File: config.mk
export PLATFORM = sky130hd
export DESIGN_NAME = lwe_phase_decrypt
export DESIGN_NICKNAME = d
export VERILOG_FILES = /design/src/sv/lpd_pkg.sv /design/src/sv/lpd_front.sv /design/src/sv/lpd_fifo.sv /design/src/sv/lpd_round.sv /design/src/sv/lwe_phase_decrypt.sv
export SDC_FILE = /design/constraint.sdc
export NUM_CORES = 2
export LEC_CHECK = 0
export CAP_MARGIN = 20
export CORE_UTILIZATION = 66
export CTS_BUF_LIST = sky130_fd_sc_hd__clkbuf_4 sky130_fd_sc_hd__clkbuf_8
export CTS_CLUSTER_DIAMETER = 100
export CTS_CLUSTER_SIZE = 25
export DETAILED_ROUTE_END_ITERATION = 8
export DONT_BUFFER_PORTS = 1
export PLACE_DENSITY = 0.82
export SYNTH_ARGS = -nofsm -noshare
export SYNTH_HDL_FRONTEND = slang
export SYNTH_SLANG_ARGS = --single-unit
File: constraint.sdc
create_clock -name i_clk -period 7.45 [get_ports i_clk]
set_input_delay 0.3725 -clock i_clk [delete_from_list [all_inputs] [get_ports i_clk]]
set_output_delay 0.3725 -clock i_clk [all_outputs]
set_load 0.02 [all_outputs]
File: src/sv/lpd_pkg.sv
package lpd_pkg;

    // request action codes
    localparam logic [1:0] ACT_KEY  = 2'd0;
    localparam logic [1:0] ACT_COEF = 2'd1;
    localparam logic [1:0] ACT_BODY = 2'd2;

    // configuration register indexes
    localparam logic CFG_DIMENSION = 1'b0;
    localparam logic CFG_MSG_SPACE = 1'b1;

    localparam logic [10:0] DIMENSION_RST = 11'd1024;
    localparam logic [16:0] MSG_SPACE_RST = 17'd2;

    typedef struct packed {
        logic [1:0]         action;
        logic [9:0]         position;
        logic               key_bit;
        logic signed [31:0] value;
    } t_in_req;

    typedef struct packed {
        logic signed [31:0] phase;
        logic signed [31:0] decoded;
    } t_out_rsp;

endpackage

File: src/sv/lpd_front.sv
module lpd_front #(
    parameter int MAX_DIMENSION = 1024
) (
    input  logic            i_clk,
    input  logic            i_rst_n,
    input  lpd_pkg::t_in_req i_req,
    input  logic            i_valid,
    output logic            o_ready,
    input  logic [10:0]     i_dimension,
    output logic            o_push,
    output logic [31:0]     o_phase,
    input  logic            i_full
);
    import lpd_pkg::*;

    localparam int AW = (MAX_DIMENSION > 1) ? $clog2(MAX_DIMENSION) : 1;

    logic          r_key_mem [MAX_DIMENSION];
    logic          r_key;
    logic          r_s1_valid;
    logic [1:0]    r_s1_act;
    logic          r_s1_use;
    logic [31:0]   r_s1_val;
    logic [31:0]   r_sum;

    logic          acc;
    logic          pos_ok;
    logic          in_dim;
    logic          s1_go;
    logic [AW-1:0] addr;

    assign addr   = AW'(i_req.position);
    assign pos_ok = 32'(i_req.position) < 32'(MAX_DIMENSION);
    assign in_dim = {1'b0, i_req.position} < i_dimension;
    assign acc    = i_valid && o_ready;

    // a body waits in stage one while the queue is full
    assign s1_go   = r_s1_valid && ((r_s1_act != ACT_BODY) || !i_full);
    assign o_ready = !r_s1_valid || s1_go;
    assign o_push  = r_s1_valid && (r_s1_act == ACT_BODY) && !i_full;
    assign o_phase = r_s1_val - r_sum;

    // key store, read data registered on accept
    always_ff @(posedge i_clk) begin
        if (acc && (i_req.action == ACT_KEY) && pos_ok) begin
            r_key_mem[addr] <= i_req.key_bit;
        end
        if (acc) begin
            r_key <= r_key_mem[addr];
        end
    end

    always_ff @(posedge i_clk) begin
        if (acc) begin
            r_s1_act <= i_req.action;
            r_s1_use <= pos_ok && in_dim;
            r_s1_val <= $unsigned(i_req.value);
        end
    end

    always_ff @(posedge i_clk) begin
        if (!i_rst_n) begin
            r_s1_valid <= 1'b0;
            r_sum      <= '0;
        end else begin
            if (acc) begin
                r_s1_valid <= 1'b1;
            end else if (s1_go) begin
                r_s1_valid <= 1'b0;
            end
            if (s1_go) begin
                case (r_s1_act)
                    ACT_COEF: begin
                        if (r_s1_use && r_key) begin
                            r_sum <= r_sum + r_s1_val;
                        end
                    end
                    ACT_BODY: begin
                        r_sum <= '0;
                    end
                    default: begin
                    end
                endcase
            end
        end
    end

endmodule

File: src/sv/lpd_fifo.sv
module lpd_fifo (
    input  logic        i_clk,
    input  logic        i_rst_n,
    input  logic        i_push,
    input  logic [31:0] i_data,
    output logic        o_full,
    input  logic        i_pop,
    output logic        o_valid,
    output logic [31:0] o_data
);
    logic [31:0] r_mem [2];
    logic        r_wp;
    logic        r_rp;
    logic [1:0]  r_cnt;

    assign o_full  = (r_cnt == 2'd2);
    assign o_valid = (r_cnt != 2'd0);
    assign o_data  = r_mem[r_rp];

    always_ff @(posedge i_clk) begin
        if (i_push) begin
            r_mem[r_wp] <= i_data;
        end
    end

    always_ff @(posedge i_clk) begin
        if (!i_rst_n) begin
            r_wp  <= 1'b0;
            r_rp  <= 1'b0;
            r_cnt <= 2'd0;
        end else begin
            if (i_push) begin
                r_wp <= ~r_wp;
            end
            if (i_pop) begin
                r_rp <= ~r_rp;
            end
            case ({i_push, i_pop})
                2'b10:   r_cnt <= r_cnt + 2'd1;
                2'b01:   r_cnt <= r_cnt - 2'd1;
                default: r_cnt <= r_cnt;
            endcase
        end
    end

endmodule

File: src/sv/lpd_round.sv
module lpd_round (
    input  logic              i_clk,
    input  logic              i_rst_n,
    input  logic              i_q_valid,
    input  logic [31:0]       i_q_data,
    output logic              o_pop,
    input  logic [16:0]       i_msg_space,
    output lpd_pkg::t_out_rsp o_rsp,
    output logic              o_valid,
    input  logic              i_ready
);
    import lpd_pkg::*;

    typedef enum logic [2:0] {
        ST_IDLE,
        ST_IVL,
        ST_PREP,
        ST_DIV,
        ST_FIN,
        ST_DONE
    } t_state;

    t_state      r_state;
    logic [31:0] r_ph;
    logic [31:0] r_dec;
    logic [62:0] r_ivl;      // floor(2^63 / m), interval is twice this
    logic        r_ivl_ok;
    logic [16:0] r_ivl_m;
    logic [16:0] r_rmd;
    logic [5:0]  r_cnt;
    logic [63:0] r_acc;
    logic [63:0] r_rem;
    logic [79:0] r_d;
    logic [4:0]  r_step;
    logic        r_out_valid;
    t_out_rsp    r_out;

    logic [17:0] ivl_t;
    logic        ivl_ge;
    logic        div_ge;
    logic [63:0] grid;

    assign o_pop   = (r_state == ST_IDLE) && i_q_valid;
    assign o_valid = r_out_valid;
    assign o_rsp   = r_out;

    // long division of 2^63 by m, one quotient bit a cycle
    assign ivl_t  = {r_rmd, (r_cnt == 6'd63)};
    assign ivl_ge = ivl_t >= {1'b0, i_msg_space};
    // remainder against the interval shifted left, 17 quotient bits
    assign div_ge = {16'b0, r_rem} >= r_d;
    assign grid   = r_acc - r_rem;

    always_ff @(posedge i_clk) begin
        if (!i_rst_n) begin
            r_state     <= ST_IDLE;
            r_ivl_ok    <= 1'b0;
            r_out_valid <= 1'b0;
        end else begin
            // in ST_DONE the result register is refilled below instead
            if (r_out_valid && i_ready && (r_state != ST_DONE)) begin
                r_out_valid <= 1'b0;
            end
            case (r_state)
                ST_IDLE: begin
                    if (i_q_valid) begin
                        r_ph <= i_q_data;
                        if (i_msg_space <= 17'd1) begin
                            r_dec   <= '0;
                            r_state <= ST_DONE;
                        end else if (r_ivl_ok && (r_ivl_m == i_msg_space)) begin
                            r_state <= ST_PREP;
                        end else begin
                            r_rmd   <= '0;
                            r_cnt   <= 6'd63;
                            r_state <= ST_IVL;
                        end
                    end
                end
                ST_IVL: begin
                    r_rmd <= ivl_ge ? 17'(ivl_t - {1'b0, i_msg_space}) : ivl_t[16:0];
                    r_ivl <= {r_ivl[61:0], ivl_ge};
                    r_cnt <= r_cnt - 6'd1;
                    if (r_cnt == 6'd0) begin
                        r_ivl_ok <= 1'b1;
                        r_ivl_m  <= i_msg_space;
                        r_state  <= ST_PREP;
                    end
                end
                ST_PREP: begin
                    // phase * 2^32 plus half the interval, wrapping
                    r_acc   <= {r_ph, 32'b0} + {1'b0, r_ivl};
                    r_rem   <= {r_ph, 32'b0} + {1'b0, r_ivl};
                    r_d     <= {r_ivl, 1'b0, 16'b0};
                    r_step  <= 5'd16;
                    r_state <= ST_DIV;
                end
                ST_DIV: begin
                    if (div_ge) begin
                        r_rem <= r_rem - r_d[63:0];
                    end
                    r_d    <= r_d >> 1;
                    r_step <= r_step - 5'd1;
                    if (r_step == 5'd0) begin
                        r_state <= ST_FIN;
                    end
                end
                ST_FIN: begin
                    r_dec   <= grid[63:32];
                    r_state <= ST_DONE;
                end
                ST_DONE: begin
                    if (!r_out_valid || i_ready) begin
                        r_out.phase   <= $signed(r_ph);
                        r_out.decoded <= $signed(r_dec);
                        r_out_valid   <= 1'b1;
                        r_state       <= ST_IDLE;
                    end
                end
                default: begin
                    r_state <= ST_IDLE;
                end
            endcase
        end
    end

endmodule

File: src/sv/lwe_phase_decrypt.sv
// channel   direction  handshake            payload
// request   in         i_valid / o_ready    i_req  (action, position, key_bit, value)
// result    out        o_valid / i_ready    o_rsp  (phase, decoded)
// config    in         i_cfg_we             i_cfg_idx, i_cfg_data
//
// key writes and mask coefficients are taken one per cycle unless a body waits
// in stage one on a full queue; each passes a registered key-store read and then
// the accumulate stage; a body leaves its phase in a two-entry queue
// the rounding unit takes the next body only when done, via a shift-subtract
// divider (64 steps for the interval when message_space is new, 17 for the grid)
// reset clears control state and the accumulator; the key store is not cleared
// a stalled result holds in the output register while requests keep flowing
// until the queue fills
module lwe_phase_decrypt #(
    parameter int MAX_DIMENSION = 1024
) (
    input  logic              i_clk,
    input  logic              i_rst_n,
    input  lpd_pkg::t_in_req  i_req,
    input  logic              i_valid,
    output logic              o_ready,
    output lpd_pkg::t_out_rsp o_rsp,
    output logic              o_valid,
    input  logic              i_ready,
    input  logic              i_cfg_we,
    input  logic              i_cfg_idx,
    input  logic [16:0]       i_cfg_data
);
    import lpd_pkg::*;

    logic [10:0] r_dimension;
    logic [16:0] r_msg_space;

    logic        push;
    logic [31:0] push_phase;
    logic        q_full;
    logic        q_valid;
    logic [31:0] q_data;
    logic        pop;

    // configuration registers
    always_ff @(posedge i_clk) begin
        if (!i_rst_n) begin
            r_dimension <= DIMENSION_RST;
            r_msg_space <= MSG_SPACE_RST;
        end else if (i_cfg_we) begin
            case (i_cfg_idx)
                CFG_DIMENSION: r_dimension <= i_cfg_data[10:0];
                CFG_MSG_SPACE: r_msg_space <= i_cfg_data;
                default: begin
                end
            endcase
        end
    end

    // front: accept, key store, masked accumulation
    lpd_front #(
        .MAX_DIMENSION(MAX_DIMENSION)
    ) u_front (
        .i_clk      (i_clk),
        .i_rst_n    (i_rst_n),
        .i_req      (i_req),
        .i_valid    (i_valid),
        .o_ready    (o_ready),
        .i_dimension(r_dimension),
        .o_push     (push),
        .o_phase    (push_phase),
        .i_full     (q_full)
    );

    // phase queue between front and rounding
    lpd_fifo u_fifo (
        .i_clk  (i_clk),
        .i_rst_n(i_rst_n),
        .i_push (push),
        .i_data (push_phase),
        .o_full (q_full),
        .i_pop  (pop),
        .o_valid(q_valid),
        .o_data (q_data)
    );

    // back: rounding to the message grid and result register
    lpd_round u_round (
        .i_clk      (i_clk),
        .i_rst_n    (i_rst_n),
        .i_q_valid  (q_valid),
        .i_q_data   (q_data),
        .o_pop      (pop),
        .i_msg_space(r_msg_space),
        .o_rsp      (o_rsp),
        .o_valid    (o_valid),
        .i_ready    (i_ready)
    );

endmodule

==> flow_summary_export.csv <==
group,metric,value,unit
clock_tree,h-tree-depth,3,
drt,number_of_drc_violations_after_detailed_routing_iteration_0,7211,
final_layout,area.sequential,48490,um2
clock_tree,tritoncts.num_buffers,76,
synth,yosys.cell_count.top_type,"sky130_fd_sc_hd__edfxtp_1",
power_and_ir_drop,combinational_group_share_of_total_power,13.9,%
global_routing,grt_remaining_overflow,0,
drt,drc_errors,0,
setup_path,crit_required,7890,ps
clock_tree,cts_hold_buf,72,
setup_path,capturing_element_type_of_the_critical_path,"flip-flop",
setup_path,worst_setup_path_start_kind,"flip-flop",
drt,drtAntennaViolNets,0,
sta,max_freq,0.1980,GHz
synth,synth_common_cells,"sky130_fd_sc_hd__edfxtp_1, sky130_fd_sc_hd__nor2_1, sky130_fd_sc_hd__nand2_1",
synth,synth_area_per_cell,12.58,um2
global_routing,grt_antenna_before_repair,4,
synth,yosysUniqueCellTypes,79,
setup_path,path_class,"flip-flop to flip-flop",
sta,finalHoldWorstSlack,67.61,ps
clock_tree,resize_count_post_cts,0,
global_routing,grt.total_usage,30.92,%
global_routing,first_global_vias,48230,
sta,worst-slew-pin-transition,1780,ps
synth,synth_simple_gate_area_share,10.92,%
power_and_ir_drop,power_frac_seq,63.5,%
power_and_ir_drop,pwr-share-clk,22.6,%
flow_run,max_cap_violations,0,
synth,synth.yosys.warnings,0,
global_routing,wire_length_of_the_first_global_routing_pass,280.6,mm
synth,postSynthNetCount,6518,
power_and_ir_drop,vdd_ir_drop_max,0.2204,mV
placement,io_buffers,0,
final_layout,syn2layout_area_growth,4.609,%
synth,synth_top_cells_by_area,"sky130_fd_sc_hd__edfxtp_1, sky130_fd_sc_hd__mux4_2, sky130_fd_sc_hd__nor2_1, sky130_fd_sc_hd__ha_1, sky130_fd_sc_hd__nand2_1",
synth,synth_compound_area_share,8.757,%
synth,synth-adder-area-share,4.159,%
global_routing,maximum_number_of_pins_on_one_net_before_global_route_repair,1025,
drt,via_per_inst,6.634,
synth,synth_seq_cells,1638,
clock_tree,tritoncts,"yes",
synth,main_combinational_cell_family_by_area_after_synthesis,"simple AND/OR/NAND/NOR gates",
final_layout,fin_nets,6327,
floorplanning,chipHeight,345.6,um
power_and_ir_drop,sw_frac_of_total,25.55,%
clock_tree,cts_num_sinks,1638,
synth,synth_enable_flop_cells,1568,
sta,report.final.hold_viol_count,0,
floorplanning,dieWidth,345.6,um
global_routing,grt_use_met1,42.28,%
clock_tree,clk_pin_slew_worst_paths,150,ps
run_status,run_status,"complete, but fails checks",
sta,rsz0062_at_grt,"false",
drt,via_count,50150,
synth,synth_top_flop_cell,"sky130_fd_sc_hd__edfxtp_1",
clock_tree,insertion_delay,840,ps
power_and_ir_drop,powerDensity,204.3,nW/um2
floorplanning,rows,125,
global_routing,grt-busiest-layer,"met2",
placement,gp_congestion,0.9608,
power_and_ir_drop,p_int,12400,uW
synth,synth_area_leader_cell,"sky130_fd_sc_hd__edfxtp_1",
worst_hold_path,min_path_type,"input pin to flip-flop",
synth,synth_xor_area_share,2.271,%
global_routing,met2_use_gr,49.80,%
floorplanning,die_area,119400,um2
clock_tree,cts.root.buffer_cell,"sky130_fd_sc_hd__clkbuf_8",
floorplanning,ios,134,
sta,maxSlewHeadroom,-18.68,%
floorplanning,start_util,66.78,%
synth,syn_inst,6194,
clock_tree,clk_path_buf_depth,3,
synth,postSynth.asyncResetShare,0,%
sta,finalSetupViolations,0,
final_layout,drive_above_1_share,9.032,%
drt,finalWirelength,189.0,mm
drt,drt_pass1_iterations,6,
synth,synth_sequential_area_ratio,62.23,%
final_layout,area_used_by_multi_input_combinational_logic,26860,um2
global_routing,grt.met3_usage,5.363,%
sta,setup-tns-final,0,ps
floorplanning,core-area,116700,um2
power_and_ir_drop,sw_power,4255,uW
setup_path,worst_ep_arrival_time,5490,ps
synth,post_synth_mux_area_share,8.145,%
synth,synthDominantCellAreaShare,60.44,%
setup_path,critical_path.max_fanout,52,
power_and_ir_drop,static-leakage-power,0.02648,uW
run_status,failing_checks,"max-slew violations",
sta,drv_slew,531,
sta,skew,69.73,ps
clock_tree,post-cts-setup-buffer-count,0,
final_layout,nFillCells,7652,
placement,dp_hpwl,115.8,mm
sta,final_period_minus_worst_setup_slack,5052,ps
sta,period_share,67.81,%
drt,wire_per_inst,25.00,um
synth,synth_area,77910,um2
## worst max-delay path, cell delays in order, from the launching register on
cell and delay [ps]:
sky130_fd_sc_hd__edfxtp_1 400, sky130_fd_sc_hd__inv_1 70, sky130_fd_sc_hd__ha_1 160, sky130_fd_sc_hd__inv_1 60, sky130_fd_sc_hd__fa_1 410, sky130_fd_sc_hd__a21oi_1 300, sky130_fd_sc_hd__o2111ai_1 170, sky130_fd_sc_hd__a21oi_1 240
sky130_fd_sc_hd__o21ai_1 160, sky130_fd_sc_hd__a211oi_1 700, sky130_fd_sc_hd__o221ai_1 400, sky130_fd_sc_hd__a311o_1 450, sky130_fd_sc_hd__o211a_1 230, sky130_fd_sc_hd__o21bai_1 230, sky130_fd_sc_hd__a21oi_4 190, sky130_fd_sc_hd__buf_4 450
## worst paths after layout
kind | start | to | slack [ps] | cells past startpoint
setup reg to reg | u_round.r_rem[0] | u_round.r_rem[7] | 2400 | 15
hold reg to reg | u_round.r_dec[15] | u_round.o_rsp[15] | 430 | 0
setup / recovery | u_round.r_rem[0] | u_round.r_rem[7] | 2400 | 15
hold / removal | i_req[32] | u_front.r_key_mem[264] | 70 | 1
## state kept, by name, indices dropped and copies added, names as in the netlist, 2 cells and up
signal and flops:
u_fifo.r_mem 64, u_round.r_dec 32, u_round.r_ivl_m 17, u_round.r_acc 64, u_round.o_rsp 64, u_round.r_step 5, r_dimension 11, u_front.r_key_mem 1024
u_round.r_state 3, u_round.r_ph 32, u_round.r_d 80, r_msg_space 17, u_front.r_sum 32, u_front.r_s1_act 2, u_round.r_ivl 63, u_front.r_s1_val 32
u_round.r_rem 64, u_round.r_rmd 17, u_fifo.r_cnt 2, u_round.r_cnt 6
## cell families (layout without fill, tap and decap cells)
| group | after synthesis | count (layout) |
|---|---|---|
| buf+inv | 708 | 548 |
| flops | 1638 | 1638 |
| xor+xnor | 202 | 202 |
| simple gates | 2027 | 2027 |
| mux | 308 | 308 |
| other cells | 0 | 2 |
| fa+ha+maj | 256 | 256 |
| compound gates | 1055 | 1055 |
## power groups by stage
stage	Combinational [uW]	Sequential (uW)	Clock [uW]
3_3_place_gp	2080	10800	0
4_1_cts	2190	10600	3790
3_5_place_dp	2140	10800	0
5_1_grt	2510	10600	4050
2_1_floorplan	1640	10700	0
6_report	2310	10600	3770
## layer usage
layer	vias up	wire (um)
li1	22100	-
met2	2994	89530
met1	24580	71490
met3	473	20170
met4	6	7786
met5	-	37
## per-stage QoR
step                      area (um2)  worst slack (ps)  power [uW]  utilization [%]  cells
after floorplan                77910             840.4       12340                -   6194
after global placement         78720              2587       12840            67.47   7347
after detailed placement       78930              2530       12910            67.65   7357
after CTS                      81000              2499       16540            69.42   7538
after global routing           81500              2142       17140            69.85   7559
final                          81500              2398       16650            69.85   7560
## cells in the final DEF, fill, tap and decap left out, types with 106 or more instances in the layout
cell                       instances
sky130_fd_sc_hd__nor2_1         1221
sky130_fd_sc_hd__a21o_1          111
sky130_fd_sc_hd__mux4_2          257
sky130_fd_sc_hd__nand2_1         378
sky130_fd_sc_hd__inv_1           291
sky130_fd_sc_hd__a21oi_1         247
sky130_fd_sc_hd__o21ai_0         239
sky130_fd_sc_hd__xnor2_1         143
sky130_fd_sc_hd__a22oi_1         106
sky130_fd_sc_hd__edfxtp_1       1568
sky130_fd_sc_hd__ha_1            251
## cell type report
type	instances	share of cell area (%)
antenna	2	0.006141
clock buffer	100	1.512
clock inverter	9	0.1305
inverter	291	1.340
multi-input combinational	3848	32.96
sequential	1638	59.49
tap	1524	2.340
timing repair buffer	148	2.217
(Power assumes the default switching activity.)
